`src/sv/knsel_pkg.sv`:
```
// Shared constants and types for the k-nearest selector.
`default_nettype none

package knsel_pkg;

  // keep_count register
  localparam int unsigned KEEP_W     = 5;
  localparam logic [KEEP_W-1:0] KEEP_RESET = 5'd16;

  // default sizing of the core
  localparam int unsigned MAX_KEEP_DEF   = 16;
  localparam int unsigned MAX_POINTS_DEF = 4096;
  localparam int unsigned DIST_BITS_DEF  = 32;

  // per-cycle command from the core to every cell
  typedef struct packed {
    logic step;  // input request taken: insert broadcast distance
    logic pop;   // result request taken: shift list toward cell 0
  } knsel_ctl_t;

endpackage

`default_nettype wire

```
`src/sv/knsel_cell.sv`:
```
// One slot of the sorted insertion chain: holds one kept distance and its index.
`default_nettype none

module knsel_cell
  import knsel_pkg::*;
#(
  parameter int unsigned DIST_BITS = DIST_BITS_DEF,
  parameter int unsigned IDX_W     = 12
) (
  input  wire logic                 clk,
  input  wire logic                 rst_n,
  input  wire knsel_ctl_t           ctl,
  input  wire logic                 en,         // slot lies below the current k
  input  wire logic [DIST_BITS-1:0] new_dist,
  input  wire logic [IDX_W-1:0]     new_idx,
  // lower neighbor (closer to the head)
  input  wire logic                 prev_valid,
  input  wire logic [DIST_BITS-1:0] prev_dist,
  input  wire logic [IDX_W-1:0]     prev_idx,
  input  wire logic                 prev_take,
  // upper neighbor (toward the tail)
  input  wire logic                 next_valid,
  input  wire logic [DIST_BITS-1:0] next_dist,
  input  wire logic [IDX_W-1:0]     next_idx,
  output logic                      valid_o,
  output logic [DIST_BITS-1:0]      dist_o,
  output logic [IDX_W-1:0]          idx_o,
  output logic                      take_o
);

  logic                 vld_r,  vld_nxt;
  logic [DIST_BITS-1:0] dist_r, dist_nxt;
  logic [IDX_W-1:0]     idx_r,  idx_nxt;

  // strict compare: an equal distance ranks behind the earlier point
  assign take_o = !vld_r || (new_dist < dist_r);

  always_comb begin
    vld_nxt  = vld_r;
    dist_nxt = dist_r;
    idx_nxt  = idx_r;
    if (ctl.pop) begin
      vld_nxt  = next_valid;
      dist_nxt = next_dist;
      idx_nxt  = next_idx;
    end else if (ctl.step) begin
      if (!en) begin
        vld_nxt = 1'b0;
      end else if (take_o && prev_take) begin
        // insertion point is below us: take the neighbor's entry
        vld_nxt  = prev_valid;
        dist_nxt = prev_dist;
        idx_nxt  = prev_idx;
      end else if (take_o) begin
        vld_nxt  = 1'b1;
        dist_nxt = new_dist;
        idx_nxt  = new_idx;
      end
    end
  end

  always_ff @(posedge clk) begin
    if (!rst_n) begin
      vld_r <= 1'b0;
    end else begin
      vld_r <= vld_nxt;
    end
  end

  always_ff @(posedge clk) begin
    dist_r <= dist_nxt;
    idx_r  <= idx_nxt;
  end

  assign valid_o = vld_r;
  assign dist_o  = dist_r;
  assign idx_o   = idx_r;

endmodule

`default_nettype wire

```
`src/sv/k_nearest_selector_core.sv`:
```
// Top level of the k-nearest selector: cell chain, arrival counter and readout control.
`default_nettype none

// Keeps the k smallest distances of a set, with their arrival positions, in a
// chain of MAX_KEEP cells sorted by ascending distance (equal distances keep
// arrival order). A distance is accepted every cycle while no readout runs and
// is inserted in that cycle by a broadcast compare across the chain. When the
// request marked tlast is taken, the input stalls and the kept entries are read
// out from the head cell one per cycle while the receiver is ready (the chain
// shifts toward the head on each taken result), the first in the cycle after
// that request; the run ends with tlast.
// keep_count is read as 1 when zero and is capped at MAX_KEEP.
module k_nearest_selector_core
  import knsel_pkg::*;
#(
  parameter int unsigned MAX_KEEP   = MAX_KEEP_DEF,
  parameter int unsigned MAX_POINTS = MAX_POINTS_DEF,
  parameter int unsigned DIST_BITS  = DIST_BITS_DEF,
  localparam int unsigned IDX_W     = (MAX_POINTS > 1) ? $clog2(MAX_POINTS) : 1,
  localparam int unsigned IN_W      = ((DIST_BITS + 7) / 8) * 8,
  localparam int unsigned OUT_W     = ((IDX_W + DIST_BITS + 7) / 8) * 8
) (
  input  wire logic              clk,
  input  wire logic              rst_n,
  input  wire logic              cfg_wen,
  input  wire logic [KEEP_W-1:0] cfg_wdata,    // keep_count
  input  wire logic              in_tvalid,
  output logic                   in_tready,
  input  wire logic [IN_W-1:0]   in_tdata,     // [DIST_BITS-1:0] distance, zero pad
  input  wire logic              in_tlast,     // final_item
  output logic                   out_tvalid,
  input  wire logic              out_tready,
  output logic [OUT_W-1:0]       out_tdata,    // point_index, point_distance, zero pad
  output logic                   out_tlast     // last_result
);

  localparam logic [IDX_W-1:0] IDX_WRAP = IDX_W'(MAX_POINTS - 1);

  logic [KEEP_W-1:0] keep_count_r;
  logic [IDX_W-1:0]  arr_cnt_r, arr_cnt_nxt;
  logic              drain_r,   drain_nxt;

  logic              in_acc, out_acc;
  knsel_ctl_t        ctl;
  logic [DIST_BITS-1:0] new_dist;

  logic [MAX_KEEP:0]    vld_a;
  logic [DIST_BITS-1:0] dist_a [MAX_KEEP+1];
  logic [IDX_W-1:0]     idx_a  [MAX_KEEP+1];
  logic [MAX_KEEP-1:0]  take_a;

  assign in_tready = !drain_r;
  assign in_acc    = in_tvalid && in_tready;
  assign out_acc   = out_tvalid && out_tready;
  assign new_dist  = in_tdata[DIST_BITS-1:0];

  assign ctl.step = in_acc;
  assign ctl.pop  = out_acc;

  // tail sentinel: empty slot past the last cell
  assign vld_a[MAX_KEEP]  = 1'b0;
  assign dist_a[MAX_KEEP] = '0;
  assign idx_a[MAX_KEEP]  = '0;

  for (genvar gi = 0; gi < MAX_KEEP; gi++) begin : g_cell
    logic                 en;
    logic                 p_valid;
    logic [DIST_BITS-1:0] p_dist;
    logic [IDX_W-1:0]     p_idx;
    logic                 p_take;

    assign en = (gi == 0) || (32'(keep_count_r) > gi);

    if (gi == 0) begin : g_head
      assign p_valid = 1'b0;
      assign p_dist  = '0;
      assign p_idx   = '0;
      assign p_take  = 1'b0;
    end else begin : g_body
      assign p_valid = vld_a[gi-1];
      assign p_dist  = dist_a[gi-1];
      assign p_idx   = idx_a[gi-1];
      assign p_take  = take_a[gi-1];
    end

    knsel_cell #(
      .DIST_BITS (DIST_BITS),
      .IDX_W     (IDX_W)
    ) u_cell (
      .clk        (clk),
      .rst_n      (rst_n),
      .ctl        (ctl),
      .en         (en),
      .new_dist   (new_dist),
      .new_idx    (arr_cnt_r),
      .prev_valid (p_valid),
      .prev_dist  (p_dist),
      .prev_idx   (p_idx),
      .prev_take  (p_take),
      .next_valid (vld_a[gi+1]),
      .next_dist  (dist_a[gi+1]),
      .next_idx   (idx_a[gi+1]),
      .valid_o    (vld_a[gi]),
      .dist_o     (dist_a[gi]),
      .idx_o      (idx_a[gi]),
      .take_o     (take_a[gi])
    );
  end

  always_comb begin
    arr_cnt_nxt = arr_cnt_r;
    drain_nxt   = drain_r;
    if (in_acc) begin
      if (in_tlast) begin
        arr_cnt_nxt = '0;
        drain_nxt   = 1'b1;
      end else if (arr_cnt_r == IDX_WRAP) begin
        arr_cnt_nxt = '0;
      end else begin
        arr_cnt_nxt = arr_cnt_r + 1'b1;
      end
    end
    if (out_acc && out_tlast) begin
      drain_nxt = 1'b0;
    end
  end

  always_ff @(posedge clk) begin
    if (!rst_n) begin
      keep_count_r <= KEEP_RESET;
      arr_cnt_r    <= '0;
      drain_r      <= 1'b0;
    end else begin
      if (cfg_wen) begin
        keep_count_r <= cfg_wdata;
      end
      arr_cnt_r <= arr_cnt_nxt;
      drain_r   <= drain_nxt;
    end
  end

  assign out_tvalid = drain_r;
  assign out_tlast  = !vld_a[1];
  assign out_tdata  = OUT_W'({dist_a[0], idx_a[0]});

  // kept entries always form a contiguous run from the head
  a_chain_packed: assert property (@(posedge clk) disable iff (!rst_n)
    ((vld_a >> 1) & ~vld_a) == '0)
    else $error("valid cells not contiguous from head");

  a_no_overlap: assert property (@(posedge clk) disable iff (!rst_n)
    !(in_tready && out_tvalid))
    else $error("input open during readout");

  a_final_starts_run: assert property (@(posedge clk) disable iff (!rst_n)
    (in_acc && in_tlast) |=> (out_tvalid && vld_a[0]))
    else $error("no result after final request");

  a_run_ends: assert property (@(posedge clk) disable iff (!rst_n)
    (out_acc && out_tlast) |=> (in_tready && !vld_a[0] && arr_cnt_r == '0))
    else $error("chain not cleared after last result");

endmodule

`default_nettype wire

```
`config.mk`:
```
export PLATFORM = sky130hd
export DESIGN_NAME = k_nearest_selector_core
export DESIGN_NICKNAME = d
export VERILOG_FILES = /design/src/sv/knsel_pkg.sv /design/src/sv/knsel_cell.sv /design/src/sv/k_nearest_selector_core.sv
export SDC_FILE = /design/constraint.sdc
export NUM_CORES = 2
export LEC_CHECK = 0
export BUFFER_PORTS_ARGS = -buffer_cell sky130_fd_sc_hd__buf_2
export CORE_MARGIN = 3
export CORE_UTILIZATION = 47
export CTS_BUF_LIST = sky130_fd_sc_hd__clkbuf_16
export DETAILED_ROUTE_END_ITERATION = 6
export HOLD_SLACK_MARGIN = 0.06
export PLACE_DENSITY = 0.71
export SLEW_MARGIN = 20
export SYNTH_ARGS = -nofsm -noshare
export SYNTH_HDL_FRONTEND = slang
export SYNTH_SLANG_ARGS = --single-unit
```
`constraint.sdc`:
```
create_clock -name clk -period 17.8 [get_ports clk]
set_input_delay 1.78 -clock clk [delete_from_list [all_inputs] [get_ports clk]]
set_output_delay 1.78 -clock clk [all_outputs]
set_load 0.05 [all_outputs]
```
==> results.toml <==
[routing]
wirelength_um = 143000
final_antenna_net_count = 0
vias = 40700
drc = 1
first_iter_violations = 4121
routedWlPerCell_um = 23.5
dr.pass1.iters = 7
viasPerCell = 6.68

[pwr]
clock_power_share_pct = 29.4
comb_power_share_pct = 26.7
ir_drop_v = 0.0000756
internal-power_uw = 3720
power.leakage_uw = 0.0212
total_power_uw = 5620
swShare_pct = 33.7
p_seq_share_pct = 43.9
p_sw_uw = 1900
p_per_area_nw_per_um2 = 108

[clock_tree]
cts.clk_slew.worst_paths_ps = 60
cts_setup_buffers = 0
numCtsBuffers = 81
post_cts_resized = 0
h-tree-depth = 3
cts.sinks = 738
cts_tree = "yes"
root_buffer = "clkbuf_16"
ctsHoldBuffers = 0
cts_buffer_depth = 3
clk_latency_ps = 670

[sta]
slew_viol_final = 0
tightest_slew_ps = 1080
hold_viol = 0
fin_crit_ps = 5760
max_freq_mhz = 174
rsz0062_at_grt = "no"
setup_viol = 0
finalCritPeriodShare_pct = 32.4
timing.hold.ws_ps = 544
max_slew_margin_pct = 27.8
skew_ps = 19.0
tns_ps = 0

[hold_path]
hp-class = "reg2reg"
hp-start = "g_cell[0].u_cell.valid_o$_SDFFE_PN0P_"

[floorplan]
io_pins = 94
die_w_um = 327
coreArea_um2 = 102000
dieArea_um2 = 107000
initial_core_util_pct = 47.5
die_height_um = 327
rows = 117

[synth]
synthTopCellsByCount = "edfxtp_1 (660), nand4_1 (608), inv_1 (528)"
yosys-top-cells-area = "edfxtp_1 (41%), ha_1 (13%), nand4_1 (7.8%)"
synth_edf_count = 660
yosysMostFrequentCell = "edfxtp_1"
async_flop_share_pct = 0
ys_seq_elements = 738
syn_avg_cell_area_um2 = 9.93
synth_cell_types = 68
yosysSeqAreaShare_pct = 44.1
yosysTopAreaCell = "edfxtp_1"
yosys.area.top_type_share_pct = 40.9
ys.flop_type = "edfxtp_1"
yosys_warnings = 0
synth_area_um2 = 48500
syn_inst = 4882

[final_layout]
drive_gt1_share_pct = 7.33
nNetsFinal = 5198
syn_to_final_growth_pct = 7.08

[setup_path]
path_delay_family = "buffers and inverters"
cp_max_fo = 50
start_kind = "primary input"
crit_path_frequent_cell = "buf_4"
worst_path_max_delay_cell = "nor2_4"
crit_type = "in2reg"
cp-end-kind = "flip-flop"
crit_chain = "buf_2, buf_4, ha_1, a21oi_1, o21ai_0, a221oi_1, o22ai_1, nor2_4, buf_4, nand2_1, o21ai_4, buf_4"
slowest_delay_ps = 860
critical_path_arrival_ps = 6050
critPathBufInv = 4
worstPathRequired_ps = 18080
crit_start = "in_tdata[27]"
reg2reg_from = "out_tvalid$_SDFFE_PP0P_"

[status]
status = "finished with violations"
violations = "DRC"

[placed_design]
io_buffer_count = 89
dp_hpwl_um = 98900
place_congestion = 0.890

[job]
maxCapViolCount = 0

[grt]
grt_max_degree = 197
grt_usage_pct = 26.1
antenna_found_initial = 4
grt_pass1_wl_um = 227000
grt_pass1_vias = 41100
grt_overflow = 0
[power groups by stage]
stage          registers, uW  clock network, uW  logic, uW
3_3_place_gp            2490                  0       1410
5_1_grt                 2500               1730       1680
2_1_floorplan           2440                  0       1080
4_1_cts                 2460               1660       1480
3_5_place_dp            2500                  0       1470
6_report                2470               1650       1500
[sequential cells by signal (all words and copies together) (netlist names)]
register and cells:
g_cell.u_cell.idx_o 192, keep_count_r 5, g_cell.u_cell.dist_o 512, out_tvalid 1, g_cell.u_cell.valid_o 16, arr_cnt_r 12
[cells by family after synthesis]
family / share of synthesized area [%]
multiplexers: 1.01
adder cells (fa/ha/maj): 12.8
other: 0.00774
AND/OR/NAND/NOR: 14.1
buffers and inverters: 8.39
flip-flops: 44.1
AO/OA/AOI/OAI: 19.4
XOR/XNOR: 0.199
[worst min-delay path, stage by stage, from the launching register on]
cell and delay, ps:
dfxtp_1 320, inv_1 90, a311oi_1 80
[metal layers]
| metal | global-route usage [%] | vias up | part of all wire [%] |
|---|---|---|---|
| met5 | 0 | - | 0.028 |
| met4 | 8.61 | 6 | 3.1 |
| met3 | 3.40 | 365 | 6.8 |
| met2 | 44.5 | 1678 | 49 |
| met1 | 34.2 | 20000 | 41 |
| li1 | - | 18600 | - |
[final timing paths]
check	endpoint	slack, ps	cells past startpoint
worst max register to register	g_cell[2].u_cell.dist_o[2]$_DFFE_PP_	12930	6
worst min-delay path	g_cell[1].u_cell.valid_o$_SDFFE_PN0P_	540	2
worst min register to register	g_cell[1].u_cell.valid_o$_SDFFE_PN0P_	540	2
worst max-delay path	g_cell[12].u_cell.idx_o[6]$_DFFE_PP_	12040	12
[per-stage QoR]
stage	instances	utilization (%)	setup WS, ps	area (um2)
floorplan	4885	-	10610	48500
global placement	5943	48.4	11300	49400
detailed placement	5943	48.4	11200	49400
CTS	6090	50.8	11880	51900
global route	6090	50.9	11810	51900
finish	6091	50.9	12040	51900
[final cells by class]
class,instances,area [um2]
Fill cell,9253,50100
Multi-Input combinational cell,3150,23300
Sequential cell,738,21400
Clock buffer,81,2030
Inverter,528,1980
Tap cell,1368,1710
Timing Repair Buffer,159,996
Clock inverter,66,474
Antenna cell,1,2.50
[cell usage in the layout, fill, tap and decap left out, types with 38 or more instances in the layout]
master,netlist,final
edfxtp_1,660,660
nand4_1,608,608
inv_1,528,550
ha_1,497,497
o221ai_1,408,408
nand2_1,389,379
a21oi_1,264,263
o21ai_0,164,162
o211ai_1,161,161
nor2_1,95,92
buf_2,86,89
clkbuf_16,0,81
dfxtp_1,78,78
a31oi_1,73,71
buf_4,55,68
nand3_1,52,52
mux2i_1,49,49
and4_1,38,38
Note: power is estimated with default switching activity, not from simulation.
